<file path="src/rtl/vcrd_pkg.sv">
// vcrd_pkg: shared types, constants and helpers for the voxel column run decoder
// no dependencies; used by every rtl file of the block
`default_nettype none

package vcrd_pkg;

	localparam int unsigned CFG_W       = 9;
	localparam int unsigned CFG_IDX_W   = 2;
	localparam int unsigned ADDR_W      = 24;
	localparam int unsigned DEF_MAX_DIM = 256;

	localparam logic [CFG_IDX_W-1:0] CFG_VOL_WIDTH  = 2'd0;
	localparam logic [CFG_IDX_W-1:0] CFG_VOL_HEIGHT = 2'd1;
	localparam logic [CFG_IDX_W-1:0] CFG_VOL_DEPTH  = 2'd2;

	localparam logic [CFG_W-1:0]  CFG_RESET = 9'd1;
	localparam logic [CFG_W-1:0]  X_MAX     = 9'd511;
	localparam logic [ADDR_W-1:0] LAYER_MAX = 24'hFF_FFFF;

	localparam logic [7:0] ALPHA_RUN  = 8'd2;
	localparam logic [7:0] ALPHA_SKIP = 8'd0;

	typedef struct packed {
		logic [7:0] data_byte;
		logic       last_byte;
	} in_item_t;

	typedef struct packed {
		logic [ADDR_W-1:0] voxel_address;
		logic [7:0]        run_length;
		logic [7:0]        red;
		logic [7:0]        green;
		logic [7:0]        blue;
		logic              solid;
		logic              beyond_volume;
	} out_item_t;

	// one write run as seen by the parser, before address math
	typedef struct packed {
		logic [ADDR_W-1:0] layer;
		logic [CFG_W-1:0]  col_x;
		logic [CFG_W-1:0]  col_z;
		logic [7:0]        len;
		logic [7:0]        red;
		logic [7:0]        green;
		logic [7:0]        blue;
		logic              solid;
	} run_rec_t;

	// clamped volume dimensions
	typedef struct packed {
		logic [CFG_W-1:0] width;
		logic [CFG_W-1:0] height;
		logic [CFG_W-1:0] depth;
	} dims_t;

	function automatic logic [CFG_W-1:0] clamp_dim(input logic [CFG_W-1:0] v,
	                                               input int unsigned max_dim);
		logic [CFG_W-1:0] r;
		if (v == '0) begin
			r = CFG_W'(1);
		end else if (32'(v) > max_dim) begin
			r = CFG_W'(max_dim);
		end else begin
			r = v;
		end
		return r;
	endfunction

endpackage

`default_nettype wire

</file>
<file path="src/rtl/voxel_column_rle_decoder.sv">
// voxel_column_rle_decoder: top level, volume registers, parser and address unit
// depends on vcrd_pkg, vcrd_parser, vcrd_addr
//
//   channel | direction | handshake            | payload
//   in      | input     | in_valid / in_ready  | in_data (data_byte, last_byte)
//   out     | output    | out_valid / out_ready| out_data (address, length, colour, flags)
//   cfg     | input     | cfg_we               | cfg_index, cfg_wdata
//
// one stream byte per cycle while in_ready is high
// the parser state and run register, then the two address stages, form the path
// reset sets all volume sizes to 1 and the parser to the column count low byte
// three run slots absorb output stalls; in_ready drops only when all three are full
`default_nettype none

module voxel_column_rle_decoder #(
	parameter int unsigned MAX_DIM = vcrd_pkg::DEF_MAX_DIM
) (
	input  wire                            clk,
	input  wire                            arst_n,
	input  wire                            in_valid,
	output logic                           in_ready,
	input  vcrd_pkg::in_item_t             in_data,
	output logic                           out_valid,
	input  wire                            out_ready,
	output vcrd_pkg::out_item_t            out_data,
	input  wire                            cfg_we,
	input  wire  [vcrd_pkg::CFG_IDX_W-1:0] cfg_index,
	input  wire  [vcrd_pkg::CFG_W-1:0]     cfg_wdata
);

	logic [vcrd_pkg::CFG_W-1:0] vol_width_q, vol_height_q, vol_depth_q;
	vcrd_pkg::dims_t            dims;
	logic                       run_valid, run_ready;
	vcrd_pkg::run_rec_t         run_data;

	always_ff @(posedge clk or negedge arst_n) begin
		if (!arst_n) begin
			vol_width_q  <= vcrd_pkg::CFG_RESET;
			vol_height_q <= vcrd_pkg::CFG_RESET;
			vol_depth_q  <= vcrd_pkg::CFG_RESET;
		end else if (cfg_we) begin
			unique case (cfg_index)
				vcrd_pkg::CFG_VOL_WIDTH:  vol_width_q  <= cfg_wdata;
				vcrd_pkg::CFG_VOL_HEIGHT: vol_height_q <= cfg_wdata;
				vcrd_pkg::CFG_VOL_DEPTH:  vol_depth_q  <= cfg_wdata;
				default: begin
				end
			endcase
		end
	end

	assign dims.width  = vcrd_pkg::clamp_dim(vol_width_q, MAX_DIM);
	assign dims.height = vcrd_pkg::clamp_dim(vol_height_q, MAX_DIM);
	assign dims.depth  = vcrd_pkg::clamp_dim(vol_depth_q, MAX_DIM);

	vcrd_parser u_parser (
		.clk       (clk),
		.arst_n    (arst_n),
		.in_valid  (in_valid),
		.in_ready  (in_ready),
		.in_data   (in_data),
		.depth     (dims.depth),
		.run_valid (run_valid),
		.run_ready (run_ready),
		.run_data  (run_data)
	);

	vcrd_addr u_addr (
		.clk       (clk),
		.arst_n    (arst_n),
		.dims      (dims),
		.run_valid (run_valid),
		.run_ready (run_ready),
		.run_data  (run_data),
		.out_valid (out_valid),
		.out_ready (out_ready),
		.out_data  (out_data)
	);

endmodule

`default_nettype wire

</file>
<file path="src/rtl/vcrd_parser.sv">
// vcrd_parser: byte-level column/command parser with a one-entry run register (s1)
// depends on vcrd_pkg
`default_nettype none

module vcrd_parser (
	input  wire                        clk,
	input  wire                        arst_n,
	input  wire                        in_valid,
	output logic                       in_ready,
	input  vcrd_pkg::in_item_t         in_data,
	input  wire  [vcrd_pkg::CFG_W-1:0] depth,
	output logic                       run_valid,
	input  wire                        run_ready,
	output vcrd_pkg::run_rec_t         run_data
);

	localparam logic [1:0] PH_CNT_LO = 2'd0;
	localparam logic [1:0] PH_CNT_HI = 2'd1;
	localparam logic [1:0] PH_CMD    = 2'd2;
	localparam logic [1:0] PH_COLOR  = 2'd3;

	logic [1:0]                  phase_q, phase_n;
	logic [1:0]                  biw_q, biw_n;
	logic [7:0]                  count_low_q, count_low_n;
	logic [15:0]                 words_left_q, words_left_n, wl_dec;
	logic [23:0]                 word_bytes_q, word_bytes_n;
	logic [7:0]                  pending_q, pending_n;
	logic [vcrd_pkg::ADDR_W-1:0] layer_q, layer_n, layer_sat;
	logic [vcrd_pkg::ADDR_W:0]   layer_sum;
	logic [7:0]                  add_amt;
	logic [vcrd_pkg::CFG_W-1:0]  col_x_q, col_x_n, col_z_q, col_z_n;
	logic                        end_col, emit;
	logic                        take;
	vcrd_pkg::run_rec_t          rec_n;
	logic                        valid_s1;
	vcrd_pkg::run_rec_t          rec_s1;

	assign in_ready = !valid_s1 || run_ready;
	assign take     = in_valid && in_ready;
	assign wl_dec   = (words_left_q != '0) ? words_left_q - 16'd1 : '0;
	assign add_amt  = (phase_q == PH_COLOR) ? pending_q : 8'd1;
	assign layer_sum = {1'b0, layer_q} + (vcrd_pkg::ADDR_W + 1)'(add_amt);
	assign layer_sat = layer_sum[vcrd_pkg::ADDR_W] ? vcrd_pkg::LAYER_MAX
	                                               : layer_sum[vcrd_pkg::ADDR_W-1:0];

	always_comb begin
		phase_n      = phase_q;
		biw_n        = biw_q;
		count_low_n  = count_low_q;
		words_left_n = words_left_q;
		word_bytes_n = word_bytes_q;
		pending_n    = pending_q;
		layer_n      = layer_q;
		col_x_n      = col_x_q;
		col_z_n      = col_z_q;
		end_col      = 1'b0;
		emit         = 1'b0;

		rec_n.layer = layer_q;
		rec_n.col_x = col_x_q;
		rec_n.col_z = col_z_q;
		rec_n.len   = 8'd1;
		rec_n.red   = word_bytes_q[7:0];
		rec_n.green = word_bytes_q[15:8];
		rec_n.blue  = word_bytes_q[23:16];
		rec_n.solid = 1'b1;

		unique case (phase_q)
			PH_CNT_LO: begin
				count_low_n = in_data.data_byte;
				phase_n     = PH_CNT_HI;
			end
			PH_CNT_HI: begin
				words_left_n = {in_data.data_byte, count_low_q};
				biw_n        = '0;
				layer_n      = '0;
				if ({in_data.data_byte, count_low_q} == 16'd0) begin
					end_col = 1'b1;
				end else begin
					phase_n = PH_CMD;
				end
			end
			PH_CMD, PH_COLOR: begin
				if (biw_q != 2'd3) begin
					word_bytes_n = word_bytes_q | (24'(in_data.data_byte) << {biw_q, 3'b000});
					biw_n        = biw_q + 2'd1;
				end else begin
					biw_n        = '0;
					words_left_n = wl_dec;
					word_bytes_n = '0;
					if (phase_q == PH_CMD) begin
						if (in_data.data_byte == vcrd_pkg::ALPHA_RUN) begin
							pending_n = word_bytes_q[7:0];
							phase_n   = PH_COLOR;
						end else begin
							emit    = (in_data.data_byte != vcrd_pkg::ALPHA_SKIP);
							layer_n = layer_sat;
							end_col = (wl_dec == '0);
						end
					end else begin
						rec_n.len   = pending_q;
						rec_n.solid = (in_data.data_byte != 8'd0);
						emit        = (pending_q != '0);
						if (pending_q != '0) begin
							layer_n = layer_sat;
						end
						pending_n = '0;
						if (wl_dec == '0) begin
							end_col = 1'b1;
						end else begin
							phase_n = PH_CMD;
						end
					end
				end
			end
			default: begin
				phase_n = PH_CNT_LO;
			end
		endcase

		if (end_col) begin
			if ({1'b0, col_z_q} + 10'd1 >= {1'b0, depth}) begin
				col_z_n = '0;
				if (col_x_q < vcrd_pkg::X_MAX) begin
					col_x_n = col_x_q + 9'd1;
				end
			end else begin
				col_z_n = col_z_q + 9'd1;
			end
			layer_n = '0;
			phase_n = PH_CNT_LO;
		end

		// end of stream: drop any partial column and restart at the first column
		if (in_data.last_byte) begin
			phase_n      = PH_CNT_LO;
			biw_n        = '0;
			count_low_n  = '0;
			words_left_n = '0;
			word_bytes_n = '0;
			pending_n    = '0;
			layer_n      = '0;
			col_x_n      = '0;
			col_z_n      = '0;
		end
	end

	always_ff @(posedge clk or negedge arst_n) begin
		if (!arst_n) begin
			phase_q      <= PH_CNT_LO;
			biw_q        <= '0;
			count_low_q  <= '0;
			words_left_q <= '0;
			word_bytes_q <= '0;
			pending_q    <= '0;
			layer_q      <= '0;
			col_x_q      <= '0;
			col_z_q      <= '0;
			valid_s1     <= 1'b0;
		end else begin
			if (take) begin
				phase_q      <= phase_n;
				biw_q        <= biw_n;
				count_low_q  <= count_low_n;
				words_left_q <= words_left_n;
				word_bytes_q <= word_bytes_n;
				pending_q    <= pending_n;
				layer_q      <= layer_n;
				col_x_q      <= col_x_n;
				col_z_q      <= col_z_n;
			end
			if (take && emit) begin
				valid_s1 <= 1'b1;
			end else if (run_ready) begin
				valid_s1 <= 1'b0;
			end
		end
	end

	always_ff @(posedge clk) begin
		if (take && emit) begin
			rec_s1 <= rec_n;
		end
	end

	assign run_valid = valid_s1;
	assign run_data  = rec_s1;

endmodule

`default_nettype wire

</file>
<file path="src/rtl/vcrd_addr.sv">
// vcrd_addr: two-stage address and bounds unit (s2 partial products, s3 result register)
// depends on vcrd_pkg
`default_nettype none

module vcrd_addr (
	input  wire                 clk,
	input  wire                 arst_n,
	input  vcrd_pkg::dims_t     dims,
	input  wire                 run_valid,
	output logic                run_ready,
	input  vcrd_pkg::run_rec_t  run_data,
	output logic                out_valid,
	input  wire                 out_ready,
	output vcrd_pkg::out_item_t out_data
);

	localparam int unsigned AW = vcrd_pkg::ADDR_W;

	logic              valid_s2, valid_s3;
	logic              adv_s2, adv_s3;
	logic [AW-1:0]     lw_n, zw_n, lw_s2, zw_s2;
	logic [AW+8:0]     lw_full;
	logic [AW+8:0]     lwd_full;
	logic [AW:0]       top_layer;
	logic              beyond_n;
	vcrd_pkg::run_rec_t rec_s2;
	logic              beyond_s2;
	vcrd_pkg::out_item_t out_s3;

	assign adv_s3    = !valid_s3 || out_ready;
	assign adv_s2    = !valid_s2 || adv_s3;
	assign run_ready = adv_s2;

	// layer*width and column offset modulo the address width; bounds without wrap
	assign lw_full   = (AW + 9)'(run_data.layer) * (AW + 9)'(dims.width);
	assign lw_n      = lw_full[AW-1:0];
	assign zw_n      = AW'(run_data.col_z) * AW'(dims.width) + AW'(dims.width)
	                   - AW'(1) - AW'(run_data.col_x);
	assign top_layer = {1'b0, run_data.layer} + (AW + 1)'(run_data.len);
	assign beyond_n  = (run_data.col_x >= dims.width) || (run_data.col_z >= dims.depth)
	                   || (top_layer > (AW + 1)'(dims.height));

	assign lwd_full  = (AW + 9)'(lw_s2) * (AW + 9)'(dims.depth);

	always_ff @(posedge clk or negedge arst_n) begin
		if (!arst_n) begin
			valid_s2 <= 1'b0;
			valid_s3 <= 1'b0;
		end else begin
			if (adv_s2) begin
				valid_s2 <= run_valid;
			end
			if (adv_s3) begin
				valid_s3 <= valid_s2;
			end
		end
	end

	always_ff @(posedge clk) begin
		if (adv_s2 && run_valid) begin
			rec_s2    <= run_data;
			lw_s2     <= lw_n;
			zw_s2     <= zw_n;
			beyond_s2 <= beyond_n;
		end
		if (adv_s3 && valid_s2) begin
			out_s3.voxel_address <= lwd_full[AW-1:0] + zw_s2;
			out_s3.run_length    <= rec_s2.len;
			out_s3.red           <= rec_s2.red;
			out_s3.green         <= rec_s2.green;
			out_s3.blue          <= rec_s2.blue;
			out_s3.solid         <= rec_s2.solid;
			out_s3.beyond_volume <= beyond_s2;
		end
	end

	assign out_valid = valid_s3;
	assign out_data  = out_s3;

endmodule

`default_nettype wire

</file>
<file path="config.mk">
export PLATFORM = sky130hd
export DESIGN_NAME = voxel_column_rle_decoder
export DESIGN_NICKNAME = d
export VERILOG_FILES = /design/src/rtl/vcrd_pkg.sv /design/src/rtl/voxel_column_rle_decoder.sv /design/src/rtl/vcrd_parser.sv /design/src/rtl/vcrd_addr.sv
export SDC_FILE = /design/constraint.sdc
export NUM_CORES = 1
export LEC_CHECK = 0
export BUFFER_PORTS_ARGS = -buffer_cell sky130_fd_sc_hd__buf_2
export CORE_ASPECT_RATIO = 1.4
export CORE_MARGIN = 3
export CORE_UTILIZATION = 35
export CTS_CLUSTER_DIAMETER = 80
export DETAILED_ROUTE_END_ITERATION = 10
export GPL_TIMING_DRIVEN = 0
export HOLD_SLACK_MARGIN = 0.1
export MAX_ROUTING_LAYER = met4
export PLACE_DENSITY = 0.57
export RECOVER_POWER = 50
export SLEW_MARGIN = 25
export SYNTH_ARGS = -nofsm -noshare
export SYNTH_HDL_FRONTEND = slang
export SYNTH_SLANG_ARGS = --single-unit
export TNS_END_PERCENT = 30
</file>
<file path="constraint.sdc">
create_clock -name clk -period 10.3 [get_ports clk]
set_input_delay 2.06 -clock clk [delete_from_list [all_inputs] [get_ports clk]]
set_output_delay 2.06 -clock clk [all_outputs]
set_load 0.05 [all_outputs]
</file>
==> metrics.csv <==
metric,value,unit
Tcrit/Tclk final,81.4,%
initial antenna violation count,0,
CTS tree,done,
port bufs,83,
DIE HEIGHT,350,um
YS warnings,0,
drt total wl,77500,um
Max Transition Viols Final,232,
Synthesized Nets,3530,
status,"complete, but fails checks",
synth-to-layout area growth,11.0,%
Root Driver,clkbuf_16,
Iter 0 DRT Violations,1011,
Hold/Removal Path Class,reg -> reg,
leading area contributor after synthesis,fa_1,
worst skew pair latency,600,ps
Crit. End Element,register,
Highest Signal Layer,met4,
Post-Route M1 WL,30600,um
Register Area,9760,um^2
initial core utilization,35.4,%
Layout fillers,8246,
Post-synth EDFFs,215,
post-synthesis instance area,29500,um^2
Nets,3665,
postcts setup bufs,0,
Residual DRC,0,
WL met2,40500,um
share of cells above drive strength 1,7.06,%
fin cells,4236,
"critical path fanouts, max",10,
f_max,119,MHz
Core Rows,125,
1st-pass router iterations,5,
Tmin final,8380,ps
syn_area_per_cell,9.88,um^2
Clock transition at path regs,70,ps
vias in the first global route,22200,
synth top area cells,"fa_1, edfxtp_1, dfrtp_1, ha_1, nand2_1",
# diodes,0,
clock buffer depth,3,
Syn Inst Count,2990,
antenna-violating nets left,0,
power density cells,367,nW/um^2
"Seq/Total Area, Yosys",33.1,%
PostCTS Resize Cnt,0,
Synth cell types,89,
pin count of the biggest net entering global routing,85,
DR WL/cell,18.3,um
Setup crit start kind,register,
Setup WS pre-CTS,1900,ps
CTS buffer count,40,
total power,0.0120,W
Core ar.,83400,um^2
footprint of the multi-input gates,17600,um^2
worst rel slew slack,-213,%
GRT Overall Usage,18.4,%
Synth async-reset ratio,38.0,%
Worst Max-Slew Pin Slew,4700,ps
leakage power,14.7,nW
maximum vdd drop,0.288,mV
worst setup path class,reg -> reg,
die width,252,um
HPWL after detailed placement,61400,um
depth of the CTS H-tree,2,
Final Util,39.3,%
Setup-failing EPs final,0,
post-synth top area share,22.0,%
RSZ-0062 raised after global routing,no,
worst endpoint required time,10570,ps
Synth Flop Type,edfxtp_1,
DIE AREA,88000,um^2
# hold bufs at CTS,0,
#FFs+latches synth,347,
clock tree sinks,347,
Clock Skews,54.8,ps
Max-Cap Viols,5,
CP arrival,8650,ps
GR Overflow Total,0,
Met3 Wirelength,2720,um
placed cells,4162,
"Worst Setup Slack, final",1920,ps
IO Pins,85,
drt via density,5.03,
failing checks,"max-capacitance violations, max-slew violations",
first-pass GRT wire length,123000,um
final hold violation count,0,
Vias,21300,
GPL Wtd Cong,0.919,
cell usage after synthesis (all sizes together), types with 16 or more instances:
cell type  instances
nand2            468
inv              467
fa               324
edfxtp           215
ha               191
nor2             133
dfrtp            129
a21oi            113
and2             109
o21ai            105
clkbuf            88
xnor2             85
nor3              52
nand3             46
a21o              31
buf               30
xor2              30
nor2b             28
mux2              26
and3              23
nand2b            23
o21a              21
nor4              19
a211oi            18
a31oi             16
power breakdown:
part           internal [W]  total, W  leakage [nW]  switching [W]
Clock              0.000801   0.00143         0.634       0.000630
Sequential          0.00201   0.00213          3.63       0.000125
Combinational       0.00368   0.00846          10.4        0.00478
Total               0.00649    0.0120          14.7        0.00553
area by class of cell:
class | count | share of cell area (%)
Sequential cell | 347 | 29.8
Buffer | 119 | 1.45
Multi-Input combinational cell | 2053 | 53.5
Timing Repair Buffer | 93 | 1.61
Clock inverter | 22 | 0.771
Inverter | 471 | 5.39
Clock buffer | 52 | 3.34
Tap cell | 1079 | 4.12
flip-flops by register name, indices dropped and copies added, names as in the netlist, 16 cells and up:
name and cells:
u_addr.rec_s2 33, u_addr.out_data 58, u_parser.words_left_q 16, u_parser.layer_q 24
u_parser.run_data 75, u_addr.zw_s2 24, u_parser.word_bytes_q 24, u_addr.lw_s2 24
per-layer routing:
| metal | GRT usage (%) | up-vias |
|---|---|---|
| li1 | - | 10000 |
| met1 | 20.4 | 10600 |
| met2 | 33.4 | 458 |
| met3 | 2.08 | 175 |
| met4 | 7.89 | 0 |
| met5 | - | - |
through the flow:
step                hold slack [ps]  TNS [ps]  cell area, um^2
floorplan                       400         0            29500
global placement                401   -180780            31300
detailed placement              405         0            31500
CTS                             420         0            32900
global route                    423         0            32800
finish                          419         0            32800
cell usage in the layout (no fill, tap or decap), types with 15 or more instances in the layout:
cell type  count
and3_1        21
ha_1         191
nand2b_1      23
nand2_1      468
edfxtp_1     215
nand3_1       45
xor2_1        30
dfrtp_1      129
a21o_1        31
a31oi_1       15
o21ai_0      101
clkbuf_1     100
nor3_1        51
buf_1         27
xnor2_1       85
fa_1         324
nor2b_1       28
buf_2         80
nor4_1        15
a211oi_1      17
clkbuf_16     40
a21oi_1      112
inv_1        467
and2_1       103
nor2_1       133
mux2_2        26
o21a_1        21
critical path: stages (launching register included):
cell and delay [ps]:
dfrtp_1 410, nor4_1 270, a21oi_1 260, nor2_1 610
clkbuf_1 550, nand2_1 150, fa_1 500, inv_1 50
fa_1 450, ha_1 340, fa_1 510, fa_1 490
ha_1 380, and2_1 180, o21ai_0 280, nand3b_1 130
xor2_1 160, ha_1 330, o21a_1 200, o31a_1 110
a211oi_1 470, nand4_1 540, o41ai_1 500, o21ai_0 200
path summary, 6_finish.rpt:
path / startpoint / endpoint / slack [ps] / cells past startpoint
setup / recovery: vol_width_q[4]$_DFFE_PN0P_ / u_addr.zw_s2[18]$_DFFE_PP_ / 1920 / 23
hold / removal: u_parser.run_data[14]$_DFFE_PP_ / u_addr.rec_s2[14]$_DFFE_PP_ / 420 / 0
setup reg to reg: vol_width_q[4]$_DFFE_PN0P_ / u_addr.zw_s2[18]$_DFFE_PP_ / 1920 / 23
hold reg to reg: u_parser.run_data[14]$_DFFE_PP_ / u_addr.rec_s2[14]$_DFFE_PP_ / 420 / 0
max in group asynchronous: arst_n / u_addr.out_valid$_DFFE_PN0P_ / 2360 / 2
min in group asynchronous: arst_n / u_parser.layer_q[20]$_DFFE_PN0P_ / 2380 / 1
kinds of logic after synthesis:
kind of cell | after synthesis | synth area share [%]
AO/OA/AOI/OAI | 418 | 9.09
buffers and inverters | 590 | 7.63
adder cells (fa/ha/maj) | 515 | 30.1
AND/OR/NAND/NOR | 970 | 15.5
flip-flops | 347 | 33.1
XOR/XNOR | 115 | 3.41
multiplexers | 35 | 1.30
Power figures use the tool's default switching activity.
